[config.mk]
export PLATFORM = sky130hd
export DESIGN_NAME = round_robin_tick_scheduler_top
export DESIGN_NICKNAME = d
export VERILOG_FILES = /design/src/rtl/rrts_pkg.sv /design/src/rtl/round_robin_tick_scheduler_top.sv
export SDC_FILE = /design/constraint.sdc
export NUM_CORES = 1
export LEC_CHECK = 0
export ABC_AREA = 1
export BUFFER_PORTS_ARGS = -buffer_cell sky130_fd_sc_hd__clkbuf_2
export CAP_MARGIN = 30
export CORE_ASPECT_RATIO = 1.4
export CORE_MARGIN = 2
export CORE_UTILIZATION = 55
export CTS_CLUSTER_SIZE = 12
export DETAILED_ROUTE_END_ITERATION = 8
export PLACE_DENSITY_LB_ADDON = 0.12
export REMOVE_ABC_BUFFERS = 1
export SLEW_MARGIN = 20
export SYNTH_ARGS = -nofsm -noshare
export SYNTH_HDL_FRONTEND = slang
export SYNTH_SLANG_ARGS = --single-unit
[constraint.sdc]
create_clock -name clock -period 6.5 [get_ports clock]
set_input_delay 1.95 -clock clock [delete_from_list [all_inputs] [get_ports clock]]
set_output_delay 1.95 -clock clock [all_outputs]
set_load 0.03 [all_outputs]
[src/rtl/rrts_pkg.sv]
// Shared types and codes for the round-robin tick scheduler.
package rrts_pkg;

   // Default configuration of the job ring
   localparam int QUEUE_DEPTH = 16;
   localparam int TIME_BITS   = 16;

   // Request kinds
   localparam logic REQ_ADD  = 1'b0;
   localparam logic REQ_TICK = 1'b1;

   // Result status codes
   typedef enum logic [2:0] {
      STATUS_ADDED = 3'd0,
      STATUS_RAN   = 3'd1,
      STATUS_DONE  = 3'd2,
      STATUS_IDLE  = 3'd3,
      STATUS_FULL  = 3'd4,
      STATUS_ZERO  = 3'd5
   } rrts_status_type;

   // Control sequencer states
   typedef enum logic {
      ST_IDLE = 1'b0,
      ST_EXEC = 1'b1
   } rrts_state_type;

   // Request transaction payload
   typedef struct packed {
      logic        req_type;
      logic [15:0] job_id;
      logic [15:0] ticks_needed;
   } rrts_req_type;

   // Result transaction payload
   typedef struct packed {
      rrts_status_type status;
      logic [15:0]     served_id;
      logic [15:0]     ticks_run;
      logic [4:0]      jobs_queued;
   } rrts_rsp_type;

endpackage

[src/rtl/round_robin_tick_scheduler_top.sv]
// Round-robin one-tick scheduler over a ring of job records held in one memory.
//
// Jobs live in a ring of QUEUE_DEPTH records (identifier, ticks needed, ticks run)
// in a single synchronous RAM with a registered read. An add transaction
// writes the tail record in the cycle it is accepted and its result is ready the
// next cycle. A tick transaction on a non-empty queue issues a read of the head
// record when accepted; the cycle after, the returned record is advanced by one
// tick and either retired or written back at the tail, and the result is loaded.
// A tick on an empty queue answers without a RAM read. A new request is taken
// once no tick is in progress and the result register is empty or being emptied
// in the same cycle. Records are not cleared at reset; only occupied slots are read.
module round_robin_tick_scheduler_top #(
   parameter int QUEUE_DEPTH = rrts_pkg::QUEUE_DEPTH,
   parameter int TIME_BITS   = rrts_pkg::TIME_BITS
) (
   input  logic                  clock,
   input  logic                  reset,
   input  logic                  req_valid,
   output logic                  req_ready,
   input  rrts_pkg::rrts_req_type req_payload,
   output logic                  rsp_valid,
   input  logic                  rsp_ready,
   output rrts_pkg::rrts_rsp_type rsp_payload
);

   localparam int IDX_W = $clog2(QUEUE_DEPTH);
   localparam int CNT_W = $clog2(QUEUE_DEPTH + 1);

   typedef struct packed {
      logic [15:0]          id;
      logic [TIME_BITS-1:0] need;
      logic [TIME_BITS-1:0] ran;
   } rec_type;

   // Registers
   rrts_pkg::rrts_state_type state_ff, state_in;
   logic [IDX_W-1:0]         head_ff, head_in;
   logic [IDX_W-1:0]         tail_ff, tail_in;
   logic [CNT_W-1:0]         count_ff, count_in;
   logic                     rsp_valid_ff, rsp_valid_in;
   rrts_pkg::rrts_rsp_type   rsp_ff, rsp_in;
   rec_type                  rd_data_ff;

   // Memory port controls
   rec_type                  mem [QUEUE_DEPTH];
   logic                     mem_we;
   logic [IDX_W-1:0]         mem_waddr;
   rec_type                  mem_wdata;
   logic                     rd_en;

   // Working values
   logic [31:0]              need_wide;
   logic [TIME_BITS-1:0]     add_need;
   logic [TIME_BITS-1:0]     ran_next;
   logic [31:0]              ran_wide;
   logic [31:0]              count_wide;
   logic                     load_rsp;
   logic                     accept;

   function automatic logic [IDX_W-1:0] next_slot(input logic [IDX_W-1:0] s);
      next_slot = (s == IDX_W'(QUEUE_DEPTH - 1)) ? '0 : s + 1'b1;
   endfunction

   assign need_wide = 32'(req_payload.ticks_needed);
   assign add_need  = need_wide[TIME_BITS-1:0];
   assign ran_next  = rd_data_ff.ran + 1'b1;
   assign ran_wide  = 32'(ran_next);

   // Input taken only between ticks and when the result register frees up
   assign req_ready = (state_ff == rrts_pkg::ST_IDLE) && (!rsp_valid_ff || rsp_ready);
   assign accept    = req_valid && req_ready;

   // Job ring memory: synchronous write at tail, registered read at head
   always_ff @(posedge clock) begin
      if (mem_we) begin
         mem[mem_waddr] <= mem_wdata;
      end
      if (rd_en) begin
         rd_data_ff <= mem[head_ff];
      end
   end

   // State registers
   always_ff @(posedge clock) begin
      if (reset) begin
         state_ff     <= rrts_pkg::ST_IDLE;
         head_ff      <= '0;
         tail_ff      <= '0;
         count_ff     <= '0;
         rsp_valid_ff <= 1'b0;
      end else begin
         state_ff     <= state_in;
         head_ff      <= head_in;
         tail_ff      <= tail_in;
         count_ff     <= count_in;
         rsp_valid_ff <= rsp_valid_in;
      end
   end

   // Result payload register
   always_ff @(posedge clock) begin
      rsp_ff <= rsp_in;
   end

   // Sequencer: next state, pointer updates, memory controls and result load
   always_comb begin
      state_in     = state_ff;
      head_in      = head_ff;
      tail_in      = tail_ff;
      count_in     = count_ff;
      rsp_valid_in = rsp_valid_ff && !rsp_ready;
      rsp_in       = rsp_ff;
      mem_we       = 1'b0;
      mem_waddr    = tail_ff;
      mem_wdata    = rd_data_ff;
      rd_en        = 1'b0;
      load_rsp     = 1'b0;
      count_wide   = '0;

      case (state_ff)
         rrts_pkg::ST_IDLE: begin
            if (accept) begin
               if (req_payload.req_type == rrts_pkg::REQ_ADD) begin
                  load_rsp            = 1'b1;
                  rsp_in.served_id    = req_payload.job_id;
                  rsp_in.ticks_run    = '0;
                  if (count_ff == CNT_W'(QUEUE_DEPTH)) begin
                     rsp_in.status = rrts_pkg::STATUS_FULL;
                  end else if (add_need == '0) begin
                     rsp_in.status = rrts_pkg::STATUS_ZERO;
                  end else begin
                     mem_we         = 1'b1;
                     mem_wdata.id   = req_payload.job_id;
                     mem_wdata.need = add_need;
                     mem_wdata.ran  = '0;
                     tail_in        = next_slot(tail_ff);
                     count_in       = count_ff + 1'b1;
                     rsp_in.status  = rrts_pkg::STATUS_ADDED;
                  end
               end else if (count_ff == '0) begin
                  load_rsp         = 1'b1;
                  rsp_in.status    = rrts_pkg::STATUS_IDLE;
                  rsp_in.served_id = '0;
                  rsp_in.ticks_run = '0;
               end else begin
                  // fetch head record; finished next cycle
                  rd_en    = 1'b1;
                  state_in = rrts_pkg::ST_EXEC;
               end
            end
         end
         rrts_pkg::ST_EXEC: begin
            // head record is back: count the tick, retire or requeue
            load_rsp         = 1'b1;
            head_in          = next_slot(head_ff);
            rsp_in.served_id = rd_data_ff.id;
            rsp_in.ticks_run = ran_wide[15:0];
            if (ran_next >= rd_data_ff.need) begin
               count_in      = count_ff - 1'b1;
               rsp_in.status = rrts_pkg::STATUS_DONE;
            end else begin
               mem_we        = 1'b1;
               mem_wdata.ran = ran_next;
               tail_in       = next_slot(tail_ff);
               rsp_in.status = rrts_pkg::STATUS_RAN;
            end
            state_in = rrts_pkg::ST_IDLE;
         end
         default: begin
            state_in = rrts_pkg::ST_IDLE;
         end
      endcase

      if (load_rsp) begin
         count_wide         = 32'(count_in);
         rsp_in.jobs_queued = count_wide[4:0];
         rsp_valid_in       = 1'b1;
      end
   end

   assign rsp_valid   = rsp_valid_ff;
   assign rsp_payload = rsp_ff;

   // Occupancy never exceeds the ring size
   a_count_bound: assert property (@(posedge clock) disable iff (reset)
      count_ff <= CNT_W'(QUEUE_DEPTH))
      else $error("job count above queue depth");

   // Empty or full ring has head and tail on the same slot
   a_ring_ends: assert property (@(posedge clock) disable iff (reset)
      (count_ff == '0 || count_ff == CNT_W'(QUEUE_DEPTH)) |-> head_ff == tail_ff)
      else $error("head and tail disagree with job count");

   // Result register is free whenever a tick completes
   a_exec_rsp_free: assert property (@(posedge clock) disable iff (reset)
      state_ff == rrts_pkg::ST_EXEC |-> !rsp_valid_ff)
      else $error("tick completed over a pending result");

   // A tick on a non-empty ring goes to the write-back cycle
   a_tick_fetch: assert property (@(posedge clock) disable iff (reset)
      (accept && req_payload.req_type == rrts_pkg::REQ_TICK && count_ff != '0)
      |=> state_ff == rrts_pkg::ST_EXEC && rsp_valid_ff == 1'b0)
      else $error("tick did not fetch head record");

   // Write-back is followed by idle and always produces a result
   a_exec_one_cycle: assert property (@(posedge clock) disable iff (reset)
      state_ff == rrts_pkg::ST_EXEC |=> state_ff == rrts_pkg::ST_IDLE && rsp_valid_ff)
      else $error("write-back did not complete");

endmodule

After elaboration in Yosys (flattened, before gate mapping)

Memories as Yosys holds them, arrays and structs flattened. A register that Yosys moved wholly into a read port is not among the register bits.
Index checks and enable logic that the tools add are counted.

Register bits: 55
Bits in writable memories: 768
Input bits: 37
Output and inout bits: 42
Logic and storage cells: 82
Memories: 1

Memory list:

| name | words | width | rd ports | clocked after Yosys merged registers in | wr ports | line                                 | text |
|---|---|---|---|---|---|---|---|
| mem  | 16    | 48    | 1        | 1                                       | 1        | round_robin_tick_scheduler_top.sv:45 | `rec_type mem [QUEUE_DEPTH];` |

Add/subtract/negate cells: 5
$lt $le $gt $ge: 1
Equal/unequal tests: 9
Multiplexer cells: 46
Bitwise operators: 1
Reduce and logical (&&, ||, !) cells: 10

Operators by type and width:

| operator              | count |
|---|---|
| $mux 48               | 4 |
| $mux 35               | 3 |
| $pmux 35 s2           | 1 |
| $mux 32               | 1 |
| $pmux 16 s2           | 1 |
| $mux 4                | 7 |
| $mux 5                | 5 |
| $add 16x1->16 const B | 1 |
| $ge 16x16->1          | 1 |
| $logic_not 16->1      | 1 |
| $mux 16               | 1 |
| $mux 1                | 15 |
| $ne 2x2->1 const B    | 5 |
| $pmux 5 s2            | 1 |
| $add 4x1->4 const B   | 2 |
| $eq 4x4->1 const B    | 2 |
| $pmux 4 s2            | 1 |
| $mux 3                | 2 |
| $pmux 1 s2            | 3 |
| $add 5x1->5 const B   | 1 |
| $eq 5x5->1 const B    | 1 |
| $logic_not 5->1       | 1 |
| $reduce_and 5->1      | 1 |
| $sub 5x1->5 const B   | 1 |
| other kinds (7)       | 10 |

Depth between registers and ports, before layout

Word-level depth: 8
Gate-level depth with buffers: 21
Depth with buffers taken out: 21

Worst setup path after synthesis

Ideal clock, no wire load.

Path kind: input -> register
Start: input port rsp_ready
End: memory mem[12][0] in the netlist's numbering (enable)
Library setup time: 0.513 ns
Arrival time: 6.474 ns
Data required time: 5.987 ns
Slack: -0.487 ns
Cell stages on the path: 9
Path buffers: 1
Cells stage by stage: nor2_1 -> nor2_2 -> nand2_2 -> nor3_4 -> inv_2 -> nand2_2 -> inv_2 -> buf_6 -> nor3_1

Cells in the longest elaborated chain, start to end: 7

RTL lines:

| element                      | line                                  | text |
|---|---|---|
| from (decl)                  | round_robin_tick_scheduler_top.sv:22  | `input logic rsp_ready,` |
| $logic_or 1x1->1             | round_robin_tick_scheduler_top.sv:70  | `assign req_ready = (state_ff == rrts_pkg::ST_IDLE) && (!rsp_valid_ff \|\| rsp_ready);` |
| $logic_and 1x1->1            | round_robin_tick_scheduler_top.sv:70  |  |
| named net req_ready          | round_robin_tick_scheduler_top.sv:19  | `output logic req_ready,` |
| $logic_and 1x1->1            | round_robin_tick_scheduler_top.sv:71  | `assign accept = req_valid && req_ready;` |
| $mux 1                       | round_robin_tick_scheduler_top.sv:122 | `if (accept) begin` |
| $pmux 1 s2                   | round_robin_tick_scheduler_top.sv:120 | `case (state_ff)` |
| $mux 1                       | round_robin_tick_scheduler_top.sv:75  | `if (mem_we) begin` |
| $mux 1 (implied by the code) | round_robin_tick_scheduler_top.sv:76  | `mem[mem_waddr] <= mem_wdata;` |
| to (decl)                    | round_robin_tick_scheduler_top.sv:45  |  |

The timed path passes the listed nets, and every way through them passes these cells.

Worst setup path after layout

Start: register rd_data_ff[0] (netlist name)
End: memory mem[5][21] in the netlist's numbering (enable)

Cells in the longest elaborated chain, start to end: 6

RTL lines:

| element                      | line                                  | text |
|---|---|---|
| $add 16x1->16                | round_robin_tick_scheduler_top.sv:66  | `assign ran_next = rd_data_ff.ran + 1'b1;` |
| named net ran_next[15]       | round_robin_tick_scheduler_top.sv:54  | `logic [TIME_BITS-1:0] ran_next;` |
| $ge 16x16->1                 | round_robin_tick_scheduler_top.sv:158 | `if (ran_next >= rd_data_ff.need) begin` |
| $mux 1                       | round_robin_tick_scheduler_top.sv:158 |  |
| $pmux 1 s2                   | round_robin_tick_scheduler_top.sv:120 |  |
| $mux 1                       | round_robin_tick_scheduler_top.sv:75  |  |
| $mux 1 (implied by the code) | round_robin_tick_scheduler_top.sv:76  |  |

The timed path passes the listed nets, and every way through them passes these cells.

==> flow_results.org <==
** Pwr
- Power spread over the standard cell area amounts to ~300 mW/mm2.
- In this run the static leakage power is ~13 nW.
- VDD sags by at most about 0.24 mV.

** Clocking
- Post-CTS Setup Bufs :: 0
- Clock transition at path regs :: ~60 ps
- At the later pin of the worst-skew pair, clock insertion delay measures 640 ps.
- In this run, post-CTS repair resized a total of 0 instances.
- CTS saw between 800 and 900 sinks.
- TritonCTS built the clock tree.
- After clock tree synthesis, the flow added hold-fix buffers numbering 0.
- The H-tree generated during clock tree synthesis spans 3 levels.
- No sink is reached through more buffers than the 3 on the longest clock path.
- CTS placed an instance of sky130_fd_sc_hd__clkbuf_16 at the clock tree root.
- TritonCTS created between 80 and 90 clock buffers.

** Critical path
- For this run, the slowest stage of the critical path takes 750 ps.
- Endpoint class of the critical path :: flip-flop
- For this design, the slowest cell found on the critical path is sky130_fd_sc_hd__nor2_4.
- The worst setup path is of the flip-flop to flip-flop kind.
- Required time at the endpoint of the critical path :: just under 7000 ps
- Among cell families on the critical path, the largest total delay comes from simple AND/OR/NAND/NOR gates.
- Together, buffers and inverters on the worst path number 2.
- Along the worst path, the maximum fanout reaches 31.
- Sort of element at the start of the critical path :: flip-flop
- Data arrival time at the worst-slack endpoint :: about 5400 ps
- Series of cell instances along the critical path :: nand3_1 -> nor2_1 -> nand3_1 -> nor3_1 -> xor2_1 -> inv_1 -> ha_1 -> a21oi_1 -> o21ai_0 -> a21oi_1 -> nand3_1 -> nand2_2 -> nand3_2 -> nor2_4 -> buf_12
- CP dominant cell by count :: sky130_fd_sc_hd__nand3_1

** Detailed routing
- First-pass detailed-route iteration total :: 8
- The routed layout has about 22000 vias.
- The detail route stage leaves a number of antenna-violating nets equal to 0.
- For this block, the routed nets add up to 92380 um of wire.
- Residual DRC count :: 0
- 1st-iter DRT viols :: ~2300
- Vias per cell :: around 6.2
- Average wire length per cell after detail routing :: around 26 um

** Synth
- In this run the mean area of a mapped cell was 13.47 um2.
- Of the synthesized area, sequential elements account for 0.7437.
- The synthesized design spends more area on one cell type than any other, namely sky130_fd_sc_hd__edfxtp_1.
- Of the post-synthesis cell area, the dominant cell type holds 0.7351.
- Top cells by area, synth :: sky130_fd_sc_hd__edfxtp_1 (74%), sky130_fd_sc_hd__nor2_1 (5.2%), sky130_fd_sc_hd__o21ai_0 (3.6%), sky130_fd_sc_hd__o32ai_1 (2.9%), sky130_fd_sc_hd__nand2_1 (2.5%)
- In this run, distinct cell masters in the synthesized netlist total 36.
- Yosys printed 0 warnings.
- Register bit total from synthesis :: about 870
- After synthesis the cells add up to 0.03497 mm2.
- Cells after synthesis :: roughly 2600

** Final layout
- 0 antenna diodes ended up in the layout.
- Leaving out fill and tap cells, the most frequent cell in the layout is sky130_fd_sc_hd__edfxtp_1.
- FILL cells :: around 4700
- Most frequent cells in the layout :: sky130_fd_sc_hd__edfxtp_1 (856), sky130_fd_sc_hd__nor2_1 (471), sky130_fd_sc_hd__o21ai_0 (245)
- Total number of nets in the final design :: approximately 2700
- From synthesis to final layout, the design area changed by 11.42%.
- At the end of the flow the core is filled with cells to 0.6183.
- The finished cells cover roughly 0.04 mm2.
- Final Instance Count excl. Fillers :: between 3000 and 4000
- Proportion of layout cells with a drive suffix above 1 :: 0.1121

** Global routing
- Global routing usage summed across all routing layers :: 0.2842
- Antenna violations before repair :: 1
- The via count of the first global-routing pass was between 20000 and 25000.
- Maximum number of pins on one net before global-route repair :: about 180
- Global route total overflow :: 0
- The first global-routing pass estimated around 140000 um of wire.

** Placement
- DP Worst Slack :: between 1000 and 1500 ps
- Standard cell area after detailed placement :: between 0.03 and 0.04 mm2
- Sum of net half-perimeters after detailed placement :: 50050 um
- Placer's final routability congestion estimate :: between 0.8 and 0.9
- Counting tap cells, the placed design contains a total of 3425 instances.
- Number of port buffers :: just under 80

** Floorplan
- Die Width :: between 200 and 250 um
- For this configuration, the core starts out at a cell density of 0.5550.
- The core region is 0.06301 mm2.
- Measured along the y axis, the die boundary spans around 300 um.
- Die Footprint :: 0.06564 mm2
- In this run the count of I/O pins placed on the die edge is 79.
- The floorplan has 109 rows.

** Flow run
- Max-cap viol count :: 0

** Timing
- Sum of negative setup slack :: 0 ps
- Layout Skew :: about 22 ps
- Worst setup slack after layout :: 1397 ps
- The final count of hold timing violations was 0.
- At the pin with the least slew margin, the transition time is roughly 1000 ps.
- Setup-failing EPs final :: 0
- Final critical path time including I/O delays and setup :: 5103 ps
- Of the available clock period, the critical path in the final layout requires 0.7851.
- RSZ-0062 raised after global routing :: false
- Static timing analysis puts the maximum clock frequency at approximately 200 MHz.
- Fin. max-slew vios :: 0
- In this run the tightest slew margin relative to its limit is 0.3130.

** Min path
- In this run the worst hold path is classified as flip-flop to flip-flop.

** Status
- The run finished with clean final reports.
==> tightest hold or removal path, delay by kind of cell (launching register included) <==
family	cells	cell delay, ps
DFF	1	320
AOI/OAI and AO/OA	1	70
and+or+nand+nor	1	100
==> state kept, by name, indices dropped and copies added, names as in the netlist <==
register     flops
rd_data_ff      48
rsp_valid        1
count_ff         5
rsp_payload     40
head_ff          4
state_ff         1
mem_waddr        4
mem            768
==> metrics by stage <==
stage	hold WS [ps]	total power [mW]
CTS	543.9	11.41
floorplan	495.8	6.873
detailed placement	536.2	7.130
global placement	521.7	7.110
global route	572.4	11.69
finish	539.5	11.37
==> routing by layer <==
| metal | global-route usage | share of wire | vias up |
|---|---|---|---|
| li1 | - | - | 9794 |
| met3 | 0.04042 | 0.074 | 203 |
| met5 | 0 | 0.00014 | - |
| met4 | 0.1249 | 0.042 | 2 |
| met2 | 0.4692 | 0.49 | 981 |
| met1 | 0.3798 | 0.40 | 10992 |
==> Yosys cell counts <==
cell type                    n
sky130_fd_sc_hd__a211oi_1    1
sky130_fd_sc_hd__a21oi_1    14
sky130_fd_sc_hd__a22oi_1     2
sky130_fd_sc_hd__a31oi_1     1
sky130_fd_sc_hd__and2_1      1
sky130_fd_sc_hd__buf_1       6
sky130_fd_sc_hd__buf_2      34
sky130_fd_sc_hd__buf_4       8
sky130_fd_sc_hd__buf_6       3
sky130_fd_sc_hd__clkbuf_1  112
sky130_fd_sc_hd__clkinv_1    2
sky130_fd_sc_hd__dfxtp_1    15
sky130_fd_sc_hd__edfxtp_1  856
sky130_fd_sc_hd__ha_1       24
sky130_fd_sc_hd__inv_1      94
sky130_fd_sc_hd__inv_2       4
sky130_fd_sc_hd__inv_4       1
sky130_fd_sc_hd__mux2i_1    78
sky130_fd_sc_hd__nand2_1   234
sky130_fd_sc_hd__nand2_2     3
sky130_fd_sc_hd__nand3_1   102
sky130_fd_sc_hd__nand3_2     3
sky130_fd_sc_hd__nand4_1     6
sky130_fd_sc_hd__nor2_1    483
sky130_fd_sc_hd__nor2_2      1
sky130_fd_sc_hd__nor3_1     15
sky130_fd_sc_hd__nor3_4      1
sky130_fd_sc_hd__nor4_1      1
sky130_fd_sc_hd__o211ai_1   18
sky130_fd_sc_hd__o21ai_0   249
sky130_fd_sc_hd__o21ai_1     4
sky130_fd_sc_hd__o221ai_1   78
sky130_fd_sc_hd__o22ai_1    12
sky130_fd_sc_hd__o32ai_1   115
sky130_fd_sc_hd__or2_2       1
sky130_fd_sc_hd__xor2_1     14
==> power by group <==
| part | internal [mW] | total [mW] | switching, mW |
|---|---|---|---|
| Clock | 2.38 | 4.35 | 1.97 |
| Combinational | 0.175 | 0.669 | 0.494 |
| Sequential | 6.32 | 6.35 | 0.0332 |
| Total | 8.88 | 11.4 | 2.50 |
==> worst paths after layout <==
check | startpoint | to | slack (ps) | cells after the start
max | rd_data_ff[0] | mem[5][21] | 1400 | 15
max reg2reg | rd_data_ff[0] | mem[5][21] | 1400 | 15
min reg2reg | count_ff[1] | count_ff[1] | 540 | 2
min | count_ff[1] | count_ff[1] | 540 | 2
==> layout make-up <==
| class | instances | area (um2) | area share |
|---|---|---|---|
| Inverter | 101 | 386.6 | 0.009924 |
| Clock inverter | 11 | 73.82 | 0.001895 |
| Multi-Input combinational cell | 1461 | 8031 | 0.2061 |
| Sequential cell | 871 | 26020 | 0.6678 |
| Clock buffer | 111 | 2235 | 0.05736 |
| Tap cell | 832 | 1041 | 0.02672 |
| Timing Repair Buffer | 165 | 1176 | 0.03019 |
==> cell families (layout without fill, tap and decap cells) <==
group	Yosys count	after routing	share of synthesized area
fa+ha+maj	24	24	0.008588
xor+xnor	14	14	0.003507
flops	871	871	0.7437
mux	78	78	0.02233
compound gates	494	494	0.09339
buf+inv	264	388	0.03113
simple gates	851	851	0.09736
No activity file was read; power rests on OpenSTA's default activity.
